<file path="src/hw/rtl/evar_pkg.sv">
// ----------------------------------------------------------------------------
// Event image variance package
// Types and constants shared by the event image variance modules.
// ----------------------------------------------------------------------------
`default_nettype none
package evar_pkg;
	localparam int MAX_PIXELS = 1048576;
	localparam int PIXEL_BITS = 16;
	localparam int ADDR_BITS  = $clog2(MAX_PIXELS);
	localparam int CFG_BITS   = 13;
	localparam int NUM_W      = 96;
	localparam int DIV_W      = 100;
	localparam int REM_W      = 53;

	localparam logic [1:0] CMD_CLEAR  = 2'd0;
	localparam logic [1:0] CMD_ADD    = 2'd1;
	localparam logic [1:0] CMD_FINISH = 2'd2;

	localparam logic CFG_WIDTH  = 1'b0;
	localparam logic CFG_HEIGHT = 1'b1;

	typedef struct packed {
		logic [1:0]  command;
		logic [11:0] pos_x;
		logic [11:0] pos_y;
		logic        polarity;
	} in_item_t;

	typedef struct packed {
		logic [47:0] variance_q16;
		logic [15:0] max_count;
		logic [31:0] event_total;
	} out_item_t;

	typedef struct packed {
		logic [CFG_BITS-1:0] width;
		logic [CFG_BITS-1:0] height;
	} cfg_t;

	typedef struct packed {
		logic [1:0]           op;
		logic [ADDR_BITS-1:0] idx;
		logic                 pol;
	} op_t;

	typedef struct packed {
		logic push;
		logic full;
	} front_ctl_t;

	typedef struct packed {
		logic init;
		logic pop;
	} back_ctl_t;
endpackage
`default_nettype wire

</file>
<file path="src/hw/rtl/evar_front.sv">
// ----------------------------------------------------------------------------
// Event image variance front end
// Accepts items, drops events outside the image and computes pixel addresses.
// ----------------------------------------------------------------------------
`default_nettype none
module evar_front (
	input  wire  evar_pkg::in_item_t   in_item,
	input  wire                        in_valid,
	output logic                       in_stall,
	input  wire  evar_pkg::cfg_t       cfg,
	input  wire                        init,
	input  wire                        full,
	output evar_pkg::front_ctl_t       ctl,
	output evar_pkg::op_t              op
);
	logic [25:0] addr_full;
	logic        hit;

	always_comb begin
		addr_full = 26'(in_item.pos_y) * 26'(cfg.width) + 26'(in_item.pos_x);
		hit = (13'(in_item.pos_x) < cfg.width) && (13'(in_item.pos_y) < cfg.height) &&
			(addr_full < 26'(evar_pkg::MAX_PIXELS));
		in_stall = full || init;
		op.op  = in_item.command;
		op.idx = addr_full[evar_pkg::ADDR_BITS-1:0];
		op.pol = in_item.polarity;
		ctl.full = full;
		ctl.push = in_valid && !in_stall && ((in_item.command == evar_pkg::CMD_CLEAR) ||
			(in_item.command == evar_pkg::CMD_FINISH) ||
			((in_item.command == evar_pkg::CMD_ADD) && hit));
	end
endmodule
`default_nettype wire

</file>
<file path="config.mk">
export PLATFORM = sky130hd
export DESIGN_NAME = evar_front
export DESIGN_NICKNAME = d
export VERILOG_FILES = /design/src/hw/rtl/evar_pkg.sv /design/src/hw/rtl/evar_front.sv
export SDC_FILE = /design/constraint.sdc
export NUM_CORES = 1
export LEC_CHECK = 0
export BUFFER_PORTS_ARGS = -buffer_cell sky130_fd_sc_hd__buf_4
export CORE_MARGIN = 5
export CORE_UTILIZATION = 62
export DETAILED_ROUTE_END_ITERATION = 10
export GPL_TIMING_DRIVEN = 0
export PLACE_DENSITY = 0.91
export SLEW_MARGIN = 20
export SYNTH_ARGS = -nofsm -noshare
export SYNTH_HDL_FRONTEND = slang
export SYNTH_SLANG_ARGS = --single-unit
</file>
<file path="constraint.sdc">
create_clock -name vclk -period 8.32
set_input_delay 0.832 -clock vclk [all_inputs]
set_output_delay 0.832 -clock vclk [all_outputs]
set_load 0.005 [all_outputs]
</file>
# After elaboration in Yosys (flattened, before gate mapping)
# Index checks and enable logic that the tools add are counted.
# totals
output_inout_bits	26
register_bits	0
inputBits	56
wordCells	17
# op_classes
multipliers	1
order_cmp	3
reduce_logical	10
n_addsub	1
n_eq_ne	2
# ops
operator	n
25-bit by 12-bit adder with 26-bit output	1
12-bit by 13-bit < comparator with 1-bit output	2
26-bit by 21-bit < comparator with 1-bit output, second input constant	1
12-bit by 13-bit multiplier with 25-bit output	1
1-bit logical AND	5
1-bit logical OR	3
2-bit by 1-bit equality test with 1-bit output, second input constant	1
2-bit equality test, second input constant	1
2-bit zero test	1
1-bit zero test	1

# Depth between registers and ports, before layout
# logic_depth
depth_word	7
mapped_depth	21
depth_no_buf	20

# Worst setup path after synthesis
# OpenSTA, ideal clock, no wires.
# synth_path
path_kind	input-to-output
startpoint	in cfg[18] in the netlist's numbering
endpoint	out ctl[1] in the netlist's numbering
arrival_time_ps	5798
cell_stages	20
path_buffers	1
slack_ps	1690
path_cell_list	clkbuf_1 -> and2_1 -> fa_1 -> inv_1 -> fa_1 -> inv_1 -> fa_1 -> fa_1 -> inv_1 -> fa_1 -> inv_1 -> ha_1 -> a21oi_2 -> o21ai_1 -> a311o_1 -> a21oi_2 -> o21ai_1 -> mux2_4 -> nor3_2 -> a31o_1
# synth_rtl
item	line_no	text
start: declaration	evar_front.sv:10	input wire evar_pkg::cfg_t cfg,
end: declaration	evar_front.sv:13	output evar_pkg::front_ctl_t ctl,

==> metrics.md <==
| Metric | Value |
|---|---|
| Status | `complete, no violations` |
| DIE AREA | `12300 µm²` |
| Core box area | `9820 µm²` |
| Final instance area | `about 7100 µm²` |
| DRT antenna net count | `0` |
| Cell accounting for the most synthesized area | `fa_1` |
| WP data arrival | `6.66 ns` |
| Cells after synthesis | `748` |
| Pwr/cell area | `378 nW/µm²` |
| Yosys warns | `0` |
| Post-Route WL | `15.2 mm` |
| Gate power share | `1.000` |
| Seq pwr share | `0` |
| CP cell instances | `buf_4 > clkbuf_1 > nand2_1 > fa_1 > inv_1 > fa_1 > fa_1 > fa_1 > inv_1 > fa_1 > inv_1 > ha_1 > a21oi_1 > o21ai_0 > a211oi_2 > o21ai_2 > a221o_1 > xnor2_1 > nor2_1 > a31o_1 > buf_4` |
| Lkg Pwr | `3.93 nW` |
| Initial Util | `0.641` |
| Largest net degree at the start of global routing | `11` |
| GR Overflow Total | `0` |
| Pint | `1.25 mW` |
| Critical-path top delay cell | `fa_1` |
| Post-CTS sizing | `0` |
| Max incr delay on CP | `roughly 0.56 ns` |
| Area grow syn2layout | `12.3%` |
| Gpl congestion | `0.918` |
| First-pass GRT wire length | `25.4 mm` |
| Top delay family on crit path | `adder cells` |
| Vias | `between 5000 and 6000` |
| Worst Path Required | `between 7 and 8 ns` |
| Maxcap violations | `0` |
| Commonest non-fill, non-tap cell in the layout | `inv_1` |
| Global Route Usage Sum | `0.249` |
| Clock power frac | `0` |
| Synth top area share | `0.388` |
| Commonest non-fill, non-tap cells in the layout | `inv_1, fa_1, ha_1, nand2_1, and2_1` |
| Placed instance area | `approximately 7100 µm²` |
| Final period util | `0.900` |
| DRC | `0` |
| Row Count | `36` |
| Vias in the first global route | `5495` |
| Storage cell area | `0 µm²` |
| Critical path capture point type | `output port` |
| PortBufs | `81` |
| Final min period | `~7.5 ns` |
| # hold bufs at CTS | `0` |
| Fillers | `724` |
| Die Height | `between 100 and 150 µm` |
| Post CTS Setup Buffer Count | `0` |
| Critical Path Start Type | `input pin` |
| Synth area leaders | `fa_1, ha_1, inv_1, and2_1, nand2_1` |
| Average footprint of a synthesized cell | `between 8 and 9 µm²` |
| IO Pins | `82` |
| Share of cells above drive strength 1 | `0.117` |
| Initial antenna violation count | `0` |
| Slew headroom | `0.585` |
| Net Sw Power | `1.42 mW` |
| Final Hold Vio Count | `0` |
| Placed cells | `962` |
| Buffers & Inverters on Critical Path | `6` |
| RSZ-0062 raised after global routing | `no` |
| Initial DRT Pass Iterations | `4` |
| Sum Neg Setup Slack | `0 ns` |
| Initial DRC Count | `about 290` |
| Worst VDD drop | `a little over 700 µV` |
| Nets | `1105` |
| Area share of xor/xnor cells in the synthesized design | `0.0276` |
| Register area share after synthesis | `0` |
| Number of distinct library cells after synthesis | `48` |
| Worst Hold Class | `in -> out` |
| Num sequential | `0` |
| DP Wirelength | `13.4 mm` |
| Tightest Pin Transition | `0.622 ns` |
| CP dominant cell by count | `fa_1` |
| DR WL/cell | `15.8 µm` |
| Post-Synth Simple-Gate Area | `0.168` |
| Synthesized cell area | `around 6300 µm²` |
| Via/cell ratio | `5.41` |
| Complex-gate fraction of the synthesized area | `0.0902` |
| CP Max Fanout | `10` |
| Switching Share | `0.533` |
| Area occupied by multi-input gates | `5460 µm²` |
| Count of pins over their slew limit | `0` |
| Post-Synth Adder-Cell Area | `0.579` |
| # clk buffers | `0` |
| Mux share of post-synthesis cell area | `0.00238` |
| Final Non-Filler Cells | `962` |
| Final setup violation count | `0` |
| ANT cells | `0` |
| DIE WIDTH | `111 µm` |
| Syn nets | `1022` |
| Largest family of logic cells by synthesized area | `adder cells` |
| FMAX | `134 MHz` |
| WS Path Type | `in -> out` |
-- worst paths after layout --
kind                  startpoint      to  slack, ns  depth (start not counted)
worst max-delay path     cfg[19]  ctl[1]       0.83                         21
worst min-delay path  in_item[0]   op[0]       1.83                          2
-- synth_stat cells (all sizes together) (3+ instances only) --
| library cell | n |
|---|---|
| a211oi | 7 |
| a21o | 11 |
| a21oi | 26 |
| and2 | 86 |
| buf | 4 |
| clkbuf | 26 |
| fa | 122 |
| ha | 96 |
| inv | 189 |
| nand2 | 89 |
| nand3 | 5 |
| nand4 | 3 |
| nor2 | 13 |
| nor3b | 3 |
| o21a | 3 |
| o21ai | 14 |
| o21bai | 3 |
| xnor2 | 10 |
| xor2 | 9 |
-- final cells by class --
| type | count | area share |
|---|---|---|
| Buffer | 30 | 0.0180 |
| Inverter | 189 | 0.100 |
| Timing Repair Buffer | 81 | 0.0860 |
| Tap cell | 133 | 0.0235 |
| Multi-Input combinational cell | 529 | 0.772 |
-- stage by stage --
| stage | utilization | hold slack [ns] | worst slack (ns) | power, mW |
|---|---|---|---|---|
| final | 0.720 | 1.83 | 0.830 | 2.67 |
| after global routing | 0.720 | 1.85 | 0.488 | 2.96 |
| after CTS | 0.720 | 1.83 | 0.897 | 2.67 |
| after detailed placement | 0.720 | 1.83 | 0.909 | 2.66 |
| after global placement | 0.720 | 1.83 | 0.930 | 2.59 |
| after floorplan | - | 1.74 | 1.69 | 1.70 |
-- power by group through the flow --
stage	Clock, mW	Combinational (mW)	Sequential (mW)
floorplan	0	1.70	0
global placement	0	2.59	0
detailed placement	0	2.66	0
CTS	0	2.67	0
global route	0	2.96	0
finish	0	2.67	0
-- routing by layer --
layer	vias up	global-route usage	wire, µm
met5	-	0	0
met4	0	0.0616	413
met3	30	0.0175	1010
met2	187	0.446	7630
met1	2558	0.327	6130
li1	2432	-	-
-- logic make-up (layout without fill, tap and decap cells) --
logic type,Yosys count,count (layout)
fa+ha+maj,218,218
simple gates,209,209
buf+inv,219,300
mux,1,1
compound gates,82,82
xor+xnor,19,19
Power figures use the tool's default switching activity.
