$ cat config.mk
export PLATFORM = sky130hd
export DESIGN_NAME = evar_queue
export DESIGN_NICKNAME = d
export VERILOG_FILES = /design/src/hw/rtl/evar_pkg.sv /design/src/hw/rtl/evar_queue.sv
export SDC_FILE = /design/constraint.sdc
export NUM_CORES = 1
export LEC_CHECK = 0
export BUFFER_PORTS_ARGS = -buffer_cell sky130_fd_sc_hd__buf_2
export CAP_MARGIN = 25
export CORE_MARGIN = 3
export CORE_UTILIZATION = 54
export CTS_BUF_LIST = sky130_fd_sc_hd__clkbuf_2
export DETAILED_ROUTE_END_ITERATION = 7
export GPL_TIMING_DRIVEN = 0
export PLACE_DENSITY_LB_ADDON = 0.05
export SLEW_MARGIN = 30
export SYNTH_ARGS = -nofsm -noshare
export SYNTH_HDL_FRONTEND = slang
export SYNTH_SLANG_ARGS = --single-unit
export TNS_END_PERCENT = 20
$ cat constraint.sdc
create_clock -name clk -period 2.2 [get_ports clk]
set_input_delay 0.66 -clock clk [delete_from_list [all_inputs] [get_ports clk]]
set_output_delay 0.66 -clock clk [all_outputs]
set_load 0.02 [all_outputs]
$ cat src/hw/rtl/evar_pkg.sv
// ----------------------------------------------------------------------------
// Event image variance package
// Types and constants shared by the event image variance modules.
// ----------------------------------------------------------------------------
`default_nettype none
package evar_pkg;
	localparam int MAX_PIXELS = 1048576;
	localparam int PIXEL_BITS = 16;
	localparam int ADDR_BITS  = $clog2(MAX_PIXELS);
	localparam int CFG_BITS   = 13;
	localparam int NUM_W      = 96;
	localparam int DIV_W      = 100;
	localparam int REM_W      = 53;

	localparam logic [1:0] CMD_CLEAR  = 2'd0;
	localparam logic [1:0] CMD_ADD    = 2'd1;
	localparam logic [1:0] CMD_FINISH = 2'd2;

	localparam logic CFG_WIDTH  = 1'b0;
	localparam logic CFG_HEIGHT = 1'b1;

	typedef struct packed {
		logic [1:0]  command;
		logic [11:0] pos_x;
		logic [11:0] pos_y;
		logic        polarity;
	} in_item_t;

	typedef struct packed {
		logic [47:0] variance_q16;
		logic [15:0] max_count;
		logic [31:0] event_total;
	} out_item_t;

	typedef struct packed {
		logic [CFG_BITS-1:0] width;
		logic [CFG_BITS-1:0] height;
	} cfg_t;

	typedef struct packed {
		logic [1:0]           op;
		logic [ADDR_BITS-1:0] idx;
		logic                 pol;
	} op_t;

	typedef struct packed {
		logic push;
		logic full;
	} front_ctl_t;

	typedef struct packed {
		logic init;
		logic pop;
	} back_ctl_t;
endpackage
`default_nettype wire

$ cat src/hw/rtl/evar_queue.sv
// ----------------------------------------------------------------------------
// Event image variance operation queue
// Two-entry queue that decouples the front end from the back end.
// ----------------------------------------------------------------------------
`default_nettype none
module evar_queue (
	input  wire                 clk,
	input  wire                 arst_n,
	input  wire                 push,
	input  wire  evar_pkg::op_t push_op,
	input  wire                 pop,
	output evar_pkg::op_t       head,
	output logic                empty,
	output logic                full
);
	evar_pkg::op_t slot_q [2];
	logic          rd_q;
	logic          wr_q;
	logic [1:0]    cnt_q;

	assign head  = slot_q[rd_q];
	assign empty = (cnt_q == 2'd0);
	assign full  = (cnt_q == 2'd2);

	always_ff @(posedge clk or negedge arst_n) begin
		if (!arst_n) begin
			rd_q  <= 1'b0;
			wr_q  <= 1'b0;
			cnt_q <= 2'd0;
		end else begin
			if (push) wr_q <= !wr_q;
			if (pop) rd_q <= !rd_q;
			if (push && !pop) cnt_q <= cnt_q + 2'd1;
			else if (pop && !push) cnt_q <= cnt_q - 2'd1;
		end
	end

	always_ff @(posedge clk) begin
		if (push) slot_q[wr_q] <= push_op;
	end
endmodule
`default_nettype wire

==> Yosys cells after proc, flatten, opt, wreduce, memory -nomap -nowiden <==
Memories as Yosys holds them, arrays and structs flattened.
Cells that the tools add are included.
{ "word_totals": {"memories": 1, "ff_bits": 4, "ramBits": 46, "inputBits": 27, "wordCells": 19, "out_inout_bits": 25} }
{ "mem_list": {"columns": ["memory", "words", "width", "rd", "rd_ports_with_merged_regs", "write_ports", "line", "text"], "rows": [
  ["slot_q", 2, 23, 1, 0, 1, "evar_queue.sv:16", "evar_pkg::op_t slot_q [2];"]
]} }
{ "classes": {"n_mux": 4, "n_reduce_logical": 8, "addsub": 2, "eq_ne": 1} }
{ "op_table": {"columns": ["operator", "count"], "rows": [
  ["1-bit logical NOT", 4],
  ["2-bit 2-to-1 mux", 2],
  ["2-bit by 1-bit adder with 2-bit output, second input constant", 1],
  ["2-bit equality test, second input constant", 1],
  ["1-bit logical AND", 2],
  ["2-bit logical NOT", 1],
  ["1-bit 2-to-1 mux", 2],
  ["2-bit nonzero test", 1],
  ["2-bit by 1-bit subtractor with 2-bit output, second input constant", 1]
]} }

==> Longest topological paths before layout <==
{ "logic_depth": {"depth_word": 4, "depth_mapped": 5, "mapped_depth_nobuf": 5} }

==> Worst setup path after synthesis <==
OpenSTA, ideal clock, no wires.
{ "synth_path": {"kind": "input -> register", "startpoint": "input port push", "endpoint": "memory slot_q[0][0] (netlist name) (enable)", "t_required_ns": 1.795, "stages": 1, "path_buffers": 0, "t_arrival_ns": 1.723, "setup_slack_ns": 0.071, "setup_ns": 0.405, "path_cell_list": "nor2b_1"} }
{ "synth_via": {"elab_chain_len": 2} }
{ "synth_lines": {"columns": ["item", "line", "text"], "rows": [
  ["from (decl)", "evar_queue.sv:9", "input wire push,"],
  ["1-bit 2-to-1 mux", "evar_queue.sv:39", "if (push) slot_q[wr_q] <= push_op;"],
  ["1-bit 2-to-1 mux (implied by the code)", "evar_queue.sv:39", null],
  ["to (decl)", "evar_queue.sv:16", null]
]} }
No other way between the ends.

==> flow_metrics.tcl <==
set metrics [dict create \
    status "complete, no violations" \
    dr.pass1.iters 4 \
    synth_nets 116 \
    fin_crit_sh_pct 99.2 \
    fin_hold_ws_ps 427 \
    core_area_mm2 0.00342 \
    routabilityCongestion 0.668 \
    grt_pass1_wl_mm 4.37 \
    critPathKind "reg -> out" \
    drive_gt1_share_pct 58.9 \
    insertion_delay_ps 400 \
    cts_buffers 5 \
    avgSynthCellArea_um2 22.2 \
    row_count 21 \
    grt_use_met2_pct 23.7 \
    crit_path_max_fanout 10 \
    fin_crit_ps 2180 \
    synth_xor_area_share_pct 2.25 \
    cts_tree "built" \
    antenna_found_initial 0 \
    clockRootBuffer "clkbuf_2" \
    die_h_um 66.1 \
    start_kind "register" \
    fin_skew_ps 4.97 \
    viasPerCell 4.82 \
    max_freq_mhz 458 \
    critPathSlowestCell "dfrtp_1" \
    synth-compound-area-share_pct 0 \
    syn_area_mm2 0.00195 \
    ant_nets 0 \
    synthMuxAreaShare_pct 16.9 \
    synth_cells 88 \
    vias 949 \
    synth.distinct_cells 13 \
    met1_usage_pct 16.4 \
    hpwl_mm 1.82 \
    synth_top_area_share_pct 70.9 \
    ys_ff_latch 50 \
    grt_pass1_vias 970 \
    worstPathRequired_ps 1540 \
    areaGrowthSynthToFinish_pct 28.8 \
    nets 178 \
    routed_wirelength_mm 2.69 \
    hp-class "in -> reg" \
    route.detailed.wl_per_inst_um 13.6 \
    power_switching_uw 983 \
    synth.area.top_cells "edfxtp_1 (71%), mux2_4 (15%), dfrtp_1 (5.1%), mux2_2 (2.3%), buf_12 (2.1%)" \
    endpoint_kind "output pin" \
    start_util_pct 57.1 \
    drc 0 \
    powerDensity_mw_per_mm2 1320 \
    cts_num_sinks 50 \
    clk_pin_slew_ps 220 \
    htree_levels 2 \
    peakVddDrop_uv 856 \
    comb_power_share_pct 42.5 \
    dp_cells 185 \
    intPower_uw 2330 \
    slowest_delay_ps 420 \
    die_w_um 66.1 \
    pwr-share-seq_pct 40.5 \
    synth_top_family_by_area "multiplexers" \
    die_area_mm2 0.00437 \
    path_common_cell "buf_6" \
    gr-total-overflow 0 \
    p_clk_share_pct 17.1 \
    slew_violations 0 \
    synth-simple-area-share_pct 1.35 \
    swShare_pct 29.6 \
    yosysWarnings 0 \
    hold_viol 0 \
    synth_adder_area_share_pct 0.642 \
    final_cells 197 \
    tightest_slew_ps 671 \
    ys_seq_area_share_pct 76.0 \
    io_pins 52 \
    relSlewSlack_pct 55.2 \
    cp.arrival_ps 1520 \
    synth_top_area_cell "edfxtp_1" \
    p_leak_uw 0.00104 \
    drv_cap 0 \
    diodes 0 \
    track_usage_pct 13.9 \
    rsz0062_at_grt "yes" \
    drtIter0Drc 27 \
    finalSetupViolCount 0 \
    grt_use_met3_pct 4.93 \
    io_buffers 51 \
    clock_path_buffers 2 \
    gr-max-usage-layer "met2" \
    grt_start_max_net_pins 24 \
    path_cells "buf_6, buf_12, mux2_4, buf_6" \
]
-- sequential cells by signal (all words and copies together) (netlist names) --
signal and count:
rd_q 1, cnt_q 2, wr_q 1, slot_q 46
-- power groups by stage --
| stage | combinational (uW) | clock [uW] | sequential, uW |
|---|---|---|---|
| 2_1_floorplan | 901 | 0 | 1350 |
| 5_1_grt | 1500 | 621 | 1360 |
| 6_report | 1410 | 566 | 1340 |
| 3_3_place_gp | 1170 | 0 | 1360 |
| 4_1_cts | 1430 | 575 | 1340 |
| 3_5_place_dp | 1180 | 0 | 1370 |
-- worst paths after layout --
kind	endpoint	cells past startpoint	from	slack, ps
max in group asynchronous	cnt_q[0]	2	arst_n	1520
min in group asynchronous	wr_q	2	arst_n	570
max reg2reg	slot_q[0][18]	1	wr_q	830
max	head[10]	4	rd_q	20
min reg2reg	cnt_q[1]	1	cnt_q[1]	500
min	slot_q[0][7]	1	push_op[7]	430
-- through the flow --
stage | total power [uW] | utilization, % | instance area, um^2 | TNS (ps) | worst slack, ps
2_1_floorplan | 2250 | - | 1950 | 0 | 71.3
3_3_place_gp | 2520 | 66.2 | 2260 | -13140 | -572
3_5_place_dp | 2550 | 66.5 | 2270 | 0 | 418
4_1_cts | 3350 | 73.5 | 2510 | -220 | -18.0
5_1_grt | 3480 | 73.5 | 2510 | -1320 | -63.6
6_report | 3320 | 73.5 | 2510 | 0 | 18.3
-- placed cells by master, fill, tap and decap left out, drive strengths merged --
cell and n:
ha 1, nor2 2, nor2b 2, buf 57
inv 1, dlygate4sd3 1, edfxtp 46, dfrtp 4
and2 1, xor2 4, clkinv 1, xnor2 1
clkbuf 5, mux2 23, bufinv 2
-- per-layer routing --
layer	vias to the layer above	routed length (um)
met5	-	0
met3	5	183
met2	35	1390
met1	450	1070
li1	459	-
met4	0	38
-- synthesized netlist by cell type --
cell type  instances
and2_1             1
buf_12             2
buf_6              1
dfrtp_1            4
edfxtp_1          46
ha_1               1
inv_1              1
mux2_2             4
mux2_4            19
nor2_1             2
nor2b_1            2
xnor2_1            1
xor2_1             4
-- final cells by class --
type,instances,area (um^2)
Timing Repair Buffer,55,407
Tap cell,46,57.6
Clock inverter,3,63.8
Fill cell,227,905
Clock buffer,5,25.0
Sequential cell,50,1480
Buffer,3,51.3
Multi-Input combinational cell,34,422
Inverter,1,3.75
-- kinds of logic (layout without fill, tap and decap cells) --
family / after synthesis / in the layout
buffers and inverters: 4 / 67
multiplexers: 23 / 23
flip-flops: 50 / 50
AND/OR/NAND/NOR: 5 / 5
adder cells (fa/ha/maj): 1 / 1
XOR/XNOR: 5 / 5
-- repair_timing --
item	4_1_cts	5_1_grt
endpoints found under the hold margin	4	0
resized for setup	38	0
hold buffers	1	0
setup buffers	3	0
pin swaps	0	0
endpoints found under the setup margin	19	23
-- critical path: cells and delay by family (launching register included) --
| family | cells | cell delay, ps |
|---|---|---|
| muxes | 1 | 300 |
| DFF | 1 | 420 |
| buffers and inverters | 3 | 400 |
No activity file was read; power rests on OpenSTA's default activity.
